--- config.mk ---
export PLATFORM = sky130hd
export DESIGN_NAME = two_background_alpha_recovery
export DESIGN_NICKNAME = d
export VERILOG_FILES = /design/src/rtl/tbar_pkg.sv /design/src/rtl/tbar_front.sv /design/src/rtl/tbar_cell.sv /design/src/rtl/two_background_alpha_recovery.sv
export SDC_FILE = /design/constraint.sdc
export NUM_CORES = 2
export LEC_CHECK = 0
export ABC_AREA = 0
export BUFFER_PORTS_ARGS = -buffer_cell sky130_fd_sc_hd__buf_2
export CAP_MARGIN = 20
export CORE_MARGIN = 1
export CORE_UTILIZATION = 45
export DETAILED_ROUTE_END_ITERATION = 16
export GPL_ROUTABILITY_DRIVEN = 0
export PLACE_DENSITY = 0.64
export SLEW_MARGIN = 20
export SYNTH_ARGS = -nofsm -noshare
export SYNTH_HDL_FRONTEND = slang
export SYNTH_SLANG_ARGS = --single-unit
--- constraint.sdc ---
create_clock -name clock -period 34.1 [get_ports clock]
set_input_delay 0 -clock clock [delete_from_list [all_inputs] [get_ports clock]]
set_output_delay 0 -clock clock [all_outputs]
set_load 0.1 [all_outputs]
--- src/rtl/tbar_pkg.sv ---
// Package for the two-background alpha recovery block.
// Holds the divider cell payload type and the fixed-point constants.
// No dependencies.
package tbar_pkg;

   localparam int NUM_CH       = 3;
   localparam int PIX_W        = 8;
   localparam int SUM_W        = 10;
   localparam int REM_W        = 17;
   localparam int QUO_W        = 9;
   localparam int DEN_W        = 9;
   localparam int RECIP3       = 683;
   localparam int RECIP3_W     = 10;
   localparam int RECIP3_SHIFT = 11;
   localparam int PROD_W       = SUM_W + RECIP3_W;

   localparam logic [PIX_W-1:0] PIX_MAX  = 8'd255;
   localparam logic [PIX_W-1:0] PIX_ZERO = 8'd0;

   localparam int CH_BLUE  = 0;
   localparam int CH_GREEN = 1;
   localparam int CH_RED   = 2;

   typedef logic [PIX_W-1:0] pix_type;

   // Word handed from cell to cell along the divider chain.
   typedef struct packed {
      logic [NUM_CH-1:0][REM_W-1:0] rem;
      logic [NUM_CH-1:0][QUO_W-1:0] quo;
      logic [DEN_W-1:0]             den;
      logic [NUM_CH-1:0][PIX_W-1:0] black;
      logic [PIX_W-1:0]             alpha;
      logic                         invalid;
      logic                         last;
   } div_type;

endpackage

--- src/rtl/tbar_front.sv ---
// Front end of the alpha recovery pipeline: channel alpha, average, divider setup.
// Three register stages; produces the first word of the divider chain.
// Depends on tbar_pkg.
module tbar_front (
   input  logic                  clock,
   input  logic                  reset,
   input  logic                  advance,
   input  logic                  valid_i,
   input  tbar_pkg::pix_type     black_blue,
   input  tbar_pkg::pix_type     black_green,
   input  tbar_pkg::pix_type     black_red,
   input  tbar_pkg::pix_type     white_blue,
   input  tbar_pkg::pix_type     white_green,
   input  tbar_pkg::pix_type     white_red,
   input  logic                  last_pixel,
   output logic                  valid_o,
   output tbar_pkg::div_type     data_o
);

   logic [tbar_pkg::NUM_CH-1:0][tbar_pkg::PIX_W-1:0] black_in;
   logic [tbar_pkg::NUM_CH-1:0][tbar_pkg::PIX_W-1:0] white_in;
   logic [tbar_pkg::NUM_CH-1:0][tbar_pkg::PIX_W-1:0] chan_alpha;
   logic [tbar_pkg::NUM_CH-1:0]                      chan_bad;

   // stage A: alpha sum
   logic                                             a_valid_ff;
   logic [tbar_pkg::SUM_W-1:0]                       a_sum_ff, a_sum_in;
   logic [tbar_pkg::NUM_CH-1:0][tbar_pkg::PIX_W-1:0] a_black_ff;
   logic                                             a_invalid_ff, a_invalid_in;
   logic                                             a_last_ff;

   // stage B: averaged alpha
   logic                                             b_valid_ff;
   logic [tbar_pkg::PROD_W-1:0]                      b_prod;
   logic [tbar_pkg::PIX_W-1:0]                       b_alpha_ff, b_alpha_in;
   logic [tbar_pkg::NUM_CH-1:0][tbar_pkg::PIX_W-1:0] b_black_ff;
   logic                                             b_invalid_ff;
   logic                                             b_last_ff;

   // stage C: divider setup
   logic                                             c_valid_ff;
   tbar_pkg::div_type                                c_data_ff, c_data_in;

   always_comb begin
      black_in[tbar_pkg::CH_BLUE]  = black_blue;
      black_in[tbar_pkg::CH_GREEN] = black_green;
      black_in[tbar_pkg::CH_RED]   = black_red;
      white_in[tbar_pkg::CH_BLUE]  = white_blue;
      white_in[tbar_pkg::CH_GREEN] = white_green;
      white_in[tbar_pkg::CH_RED]   = white_red;
      a_sum_in = '0;
      for (int ch = 0; ch < tbar_pkg::NUM_CH; ch++) begin
         chan_bad[ch] = white_in[ch] < black_in[ch];
         // difference counts as zero when white is below black
         chan_alpha[ch] = chan_bad[ch] ? tbar_pkg::PIX_MAX
                                       : tbar_pkg::PIX_MAX - (white_in[ch] - black_in[ch]);
         a_sum_in = a_sum_in + tbar_pkg::SUM_W'(chan_alpha[ch]);
      end
      a_invalid_in = |chan_bad;
   end

   // divide by three: multiply by reciprocal, exact over the sum's range
   always_comb begin
      b_prod = tbar_pkg::PROD_W'(a_sum_ff) * tbar_pkg::PROD_W'(tbar_pkg::RECIP3);
      b_alpha_in = tbar_pkg::PIX_W'(b_prod >> tbar_pkg::RECIP3_SHIFT);
   end

   // numerator 510*b + a, denominator 2*a
   always_comb begin
      c_data_in = '0;
      for (int ch = 0; ch < tbar_pkg::NUM_CH; ch++) begin
         c_data_in.rem[ch] = (tbar_pkg::REM_W'(b_black_ff[ch]) << 9)
                           - (tbar_pkg::REM_W'(b_black_ff[ch]) << 1)
                           + tbar_pkg::REM_W'(b_alpha_ff);
      end
      c_data_in.den     = {b_alpha_ff, 1'b0};
      c_data_in.black   = b_black_ff;
      c_data_in.alpha   = b_alpha_ff;
      c_data_in.invalid = b_invalid_ff;
      c_data_in.last    = b_last_ff;
   end

   always_ff @(posedge clock) begin
      if (reset) begin
         a_valid_ff <= 1'b0;
         b_valid_ff <= 1'b0;
         c_valid_ff <= 1'b0;
      end else if (advance) begin
         a_valid_ff <= valid_i;
         b_valid_ff <= a_valid_ff;
         c_valid_ff <= b_valid_ff;
      end
   end

   always_ff @(posedge clock) begin
      if (advance) begin
         a_sum_ff     <= a_sum_in;
         a_black_ff   <= black_in;
         a_invalid_ff <= a_invalid_in;
         a_last_ff    <= last_pixel;
         b_alpha_ff   <= b_alpha_in;
         b_black_ff   <= a_black_ff;
         b_invalid_ff <= a_invalid_ff;
         b_last_ff    <= a_last_ff;
         c_data_ff    <= c_data_in;
      end
   end

   assign valid_o = c_valid_ff;
   assign data_o  = c_data_ff;

endmodule

--- src/rtl/tbar_cell.sv ---
// One restoring-division cell: settles one quotient bit for all three colors.
// Chained QUO_W times in the top level. Depends on tbar_pkg.
module tbar_cell #(
   parameter int BIT = 0
) (
   input  logic              clock,
   input  logic              reset,
   input  logic              advance,
   input  logic              valid_i,
   input  tbar_pkg::div_type data_i,
   output logic              valid_o,
   output tbar_pkg::div_type data_o
);

   logic                        valid_ff;
   tbar_pkg::div_type           data_ff, data_in;
   logic [tbar_pkg::REM_W-1:0]  step;

   always_comb begin
      data_in = data_i;
      step    = tbar_pkg::REM_W'(data_i.den) << BIT;
      for (int ch = 0; ch < tbar_pkg::NUM_CH; ch++) begin
         if (data_i.rem[ch] >= step) begin
            data_in.rem[ch]      = data_i.rem[ch] - step;
            data_in.quo[ch][BIT] = 1'b1;
         end
      end
   end

   always_ff @(posedge clock) begin
      if (reset) begin
         valid_ff <= 1'b0;
      end else if (advance) begin
         valid_ff <= valid_i;
      end
   end

   always_ff @(posedge clock) begin
      if (advance) begin
         data_ff <= data_in;
      end
   end

   assign valid_o = valid_ff;
   assign data_o  = data_ff;

endmodule

--- src/rtl/two_background_alpha_recovery.sv ---
// Two-background alpha recovery, top level.
// Instantiates tbar_front and a chain of tbar_cell; depends on tbar_pkg.
//
// Takes a pixel seen over black and over white and returns the straight color
// and alpha, one result word per request word, in order. The block accepts a
// new word every cycle while req_stall is low. A word reaches rsp_valid
// through thirteen register stages, the first loaded at the edge that accepts
// it: three front stages (channel alpha and sum, divide-by-three by
// reciprocal, divider setup), nine divider cells that each settle one quotient
// bit of floor((510*black+alpha)/(2*alpha)) for all three colors at once, and
// the output register. The whole pipe moves as one;
// it halts only while a result word sits in the output register with
// rsp_stall high, so sustained throughput is one word per cycle. Quotients of
// 256 or more clamp to 255; zero alpha gives black colors of 0 and full alpha
// passes the black values through. pixel_invalid flags white below black in
// any channel. Two sticky flags follow the frame and give frame_ok on the word
// marked frame_end, after which they clear for the next frame.
module two_background_alpha_recovery (
   input  logic              clock,
   input  logic              reset,
   // request channel
   input  logic              req_valid,
   output logic              req_stall,
   input  tbar_pkg::pix_type req_black_blue,
   input  tbar_pkg::pix_type req_black_green,
   input  tbar_pkg::pix_type req_black_red,
   input  tbar_pkg::pix_type req_white_blue,
   input  tbar_pkg::pix_type req_white_green,
   input  tbar_pkg::pix_type req_white_red,
   input  logic              req_last_pixel,
   // response channel
   output logic              rsp_valid,
   input  logic              rsp_stall,
   output tbar_pkg::pix_type rsp_out_blue,
   output tbar_pkg::pix_type rsp_out_green,
   output tbar_pkg::pix_type rsp_out_red,
   output tbar_pkg::pix_type rsp_out_alpha,
   output logic              rsp_pixel_invalid,
   output logic              rsp_frame_end,
   output logic              rsp_frame_ok
);

   localparam int NCELL = tbar_pkg::QUO_W;

   logic              advance;
   logic              chain_valid [NCELL+1];
   tbar_pkg::div_type chain_data  [NCELL+1];

   tbar_pkg::div_type tail;
   logic [tbar_pkg::NUM_CH-1:0][tbar_pkg::PIX_W-1:0] color;
   logic              visible;
   logic              frame_ok;

   // output register and frame flags
   logic              rsp_valid_ff;
   logic [tbar_pkg::NUM_CH-1:0][tbar_pkg::PIX_W-1:0] color_ff;
   logic [tbar_pkg::PIX_W-1:0] alpha_ff;
   logic              invalid_ff;
   logic              last_ff;
   logic              ok_ff;
   logic              seen_visible_ff, seen_visible_in;
   logic              seen_invalid_ff, seen_invalid_in;

   // advance the whole pipe unless a result word is held by the consumer
   assign advance   = !rsp_valid_ff || !rsp_stall;
   assign req_stall = !advance;

   tbar_front u_front (
      .clock       (clock),
      .reset       (reset),
      .advance     (advance),
      .valid_i     (req_valid),
      .black_blue  (req_black_blue),
      .black_green (req_black_green),
      .black_red   (req_black_red),
      .white_blue  (req_white_blue),
      .white_green (req_white_green),
      .white_red   (req_white_red),
      .last_pixel  (req_last_pixel),
      .valid_o     (chain_valid[0]),
      .data_o      (chain_data[0])
   );

   // divider chain, most significant quotient bit first
   for (genvar i = 0; i < NCELL; i++) begin : g_cell
      tbar_cell #(
         .BIT (NCELL - 1 - i)
      ) u_cell (
         .clock   (clock),
         .reset   (reset),
         .advance (advance),
         .valid_i (chain_valid[i]),
         .data_i  (chain_data[i]),
         .valid_o (chain_valid[i+1]),
         .data_o  (chain_data[i+1])
      );
   end

   // clamp quotient, apply zero and full alpha cases
   always_comb begin
      tail = chain_data[NCELL];
      for (int ch = 0; ch < tbar_pkg::NUM_CH; ch++) begin
         if (tail.alpha == tbar_pkg::PIX_ZERO) begin
            color[ch] = tbar_pkg::PIX_ZERO;
         end else if (tail.alpha == tbar_pkg::PIX_MAX) begin
            color[ch] = tail.black[ch];
         end else if (tail.quo[ch][tbar_pkg::QUO_W-1]) begin
            color[ch] = tbar_pkg::PIX_MAX;
         end else begin
            color[ch] = tail.quo[ch][tbar_pkg::PIX_W-1:0];
         end
      end
      visible = (tail.alpha != tbar_pkg::PIX_ZERO) || (|color);
   end

   // frame verdict; flags clear after the last pixel
   always_comb begin
      seen_visible_in = seen_visible_ff || visible;
      seen_invalid_in = seen_invalid_ff || tail.invalid;
      frame_ok        = tail.last && seen_visible_in && !seen_invalid_in;
      if (tail.last) begin
         seen_visible_in = 1'b0;
         seen_invalid_in = 1'b0;
      end
   end

   always_ff @(posedge clock) begin
      if (reset) begin
         rsp_valid_ff    <= 1'b0;
         seen_visible_ff <= 1'b0;
         seen_invalid_ff <= 1'b0;
      end else if (advance) begin
         rsp_valid_ff <= chain_valid[NCELL];
         if (chain_valid[NCELL]) begin
            seen_visible_ff <= seen_visible_in;
            seen_invalid_ff <= seen_invalid_in;
         end
      end
   end

   always_ff @(posedge clock) begin
      if (advance) begin
         color_ff   <= color;
         alpha_ff   <= tail.alpha;
         invalid_ff <= tail.invalid;
         last_ff    <= tail.last;
         ok_ff      <= frame_ok;
      end
   end

   assign rsp_valid         = rsp_valid_ff;
   assign rsp_out_blue      = color_ff[tbar_pkg::CH_BLUE];
   assign rsp_out_green     = color_ff[tbar_pkg::CH_GREEN];
   assign rsp_out_red       = color_ff[tbar_pkg::CH_RED];
   assign rsp_out_alpha     = alpha_ff;
   assign rsp_pixel_invalid = invalid_ff;
   assign rsp_frame_end     = last_ff;
   assign rsp_frame_ok      = ok_ff;

endmodule

==> impl_metrics.ini <==
[status]
run_status = finished, final reports clean

[global_route]
grt_pass1_vias = 29500
grt_pass1_wl_um = 159000
grt_usage_pct = 17.8
grt_max_degree = 203
overflow = 0
antenna_found_initial = 1

[job]
cap_violations = 0

[sta]
tightest_slew_ns = 1.16
hold_viol_final = 0
setup_viol = 0
whs_ns = 0.0594
slew-limit-headroom_pct = 21.8
fin_worst_skew_ns = 0.0447
period_needed_ns = 4.97
rsz0062_at_grt = false
tns_ns = 0
drv_slew = 0
timing.final.crit_share_pct = 14.6
timing.fmax_ghz = 0.201

[logic_synthesis]
synth_area_um2 = 50500
ys_types = 91
syn_inst = 3866
synth_seq_cells = 1027
synth_compound_area_share_pct = 10.4
synth_edf_count = 1012
syn_nets = 4323
synth_ff_type = edfxtp_1
synthArstFlopShare_pct = 0
synthSimpleGateAreaFrac_pct = 9.98
yosysSeqAreaShare_pct = 60.8
yosys.area.top_type_share_pct = 60.2
synth_top_family_by_area = adder cells
syn_avg_cell_area_um2 = 13.1
synth_area_leaders = edfxtp_1 60%, ha_1 8.8%, inv_1 2.4%, fa_1 2.0%, xnor2_1 1.9%
ys_warn_count = 0
synthXorXnorAreaFrac_pct = 3.10
muxShareOfSynthArea_pct = 2.22
synth_top_area_cell = edfxtp_1
synth_fa_ha_area_share_pct = 10.8

[detailed_routing]
route.detailed.drc = 0
firstDrtPassIters = 6
vias = 30100
totalWireLength_um = 100000
viasPerCell = 5.34
drtIter0Drc = 2004
wire_per_inst_um = 17.8
ant_nets = 0

[floorplanning]
start_util_pct = 45.5
core_area_um2 = 111000
fp.dieH_um = 337
die_area_um2 = 114000
die-width_um = 337
ioPinCount = 90
rows = 122

[setup_path]
critPathMostFrequentCell = inv_1
worstPathArrival_ns = 5.40
cp-end-kind = flip-flop
cp_slowest_cell = fa_1
critPathMaxStageDelay_ns = 0.52
criticalPathCategory = reg -> reg
path_max_fanout = 5
crit_family = adder cells
crit_buf_inv = 4
path_cells = ha_1, ha_1, inv_1, fa_1, inv_1, fa_1, inv_1, fa_1, inv_1, ha_1, o21a_1, o211ai_1, a211oi_1, o31ai_1, nand2_1, a311o_1
critPathRequiredTime_ns = 34.53
critPathLaunchType = flip-flop

[clock_network]
cts.sinks = 1027
worstSkewPairLatency_ns = 0.68
cts_root_buf = clkbuf_16
h-tree-depth = 3
ctsLongestPathBuffers = 3
path_clk_slew_ns = 0.06
cts_tree = yes
cts_resized = 0
numCtsBuffers = 105

[placement]
dp_hpwl_um = 74900
dp.cells = 5411
port_buffers = 89

[final_layout]
nNetsFinal = 4517
area_delta_synth_final_pct = 12.0
multiInputGateArea_um2 = 18400
seqCellArea_um2 = 30700
fill_cells = 9410
diodes = 0
drive_gt1_share_pct = 8.73
layout_commonest_cell = edfxtp_1
final_cells = 5635
mostFrequentLayoutCells = 1,012 x edfxtp_1, 354 x ha_1, 324 x inv_1

[worst_hold_path]
hp-class = in -> reg
[routing by layer]
metal / global-route usage, % / up-vias / share of wire, %
li1: - / 15000 / -
met1: 22.1 / 14400 / 43
met2: 31.5 / 533 / 50
met3: 2.47 / 168 / 3.5
met4: 5.97 / 0 / 3.2
met5: 0 / - / 0
[per-stage QoR]
stage	area [um2]	setup WS [ns]	util, %
global placement	52800	29.25	47.6
finish	56600	29.13	51.0
floorplan	50500	3.96	-
CTS	56600	29.16	51.0
global route	56600	28.88	51.0
detailed placement	52800	29.14	47.6
[flip-flops by register name, summed over array words and instances (netlist names), 8 cells and up]
register               cells
u_front.b_black_ff        24
rsp_out_blue               8
u_front.b_alpha_ff         8
g_cell.u_cell.data_o     825
rsp_out_red                8
u_front.data_o            82
u_front.a_sum_ff          10
g_cell.u_cell.valid_o      9
rsp_out_alpha              8
rsp_out_green              8
u_front.a_black_ff        24
[synthesized netlist by cell type (64+ instances only)]
library cell / instances
nor2_1: 244
nand2_1: 182
nand3_1: 67
o21ai_0: 172
edfxtp_1: 1012
xor2_1: 72
nor3_1: 155
xnor2_1: 107
inv_1: 324
o21a_1: 71
ha_1: 354
nor2b_1: 64
mux2_2: 66
a21oi_1: 161
[path summary, 6_finish.rpt]
path,startpoint,endpoint,slack (ns),cells after the start
max,u_front.a_sum_ff[0],u_front.b_alpha_ff[7],29.13,16
min,req_black_green[7],u_front.a_black_ff[15],0.06,2
max reg2reg,u_front.a_sum_ff[0],u_front.b_alpha_ff[7],29.13,16
min reg2reg,u_front.data_o[13],g_cell[0].u_cell.data_o[13],0.40,0
[cell type report]
class	instances	area share, %
clock buffers	124	4.84
clock inverters	70	1.33
inverters	326	2.16
multi-input cells	2463	32.5
flip-flops and latches	1027	54.2
well taps	1488	3.29
repair buffers	137	1.60
[repair_timing]
action	in CTS	in global routing
hold endpoints to repair	41	0
setup endpoints to repair	0	0
hold buffers	30	0
setup buffers	0	0
[cells by family after synthesis]
| group | after synthesis |
|---|---|
| compound gates | 783 |
| xor+xnor | 179 |
| fa+ha+maj | 404 |
| buf+inv | 376 |
| flops | 1027 |
| mux | 103 |
| simple gates | 994 |
Power is not shown: default switching activity piles up to over one toggle a cycle in this logic, so the estimate is an artifact.
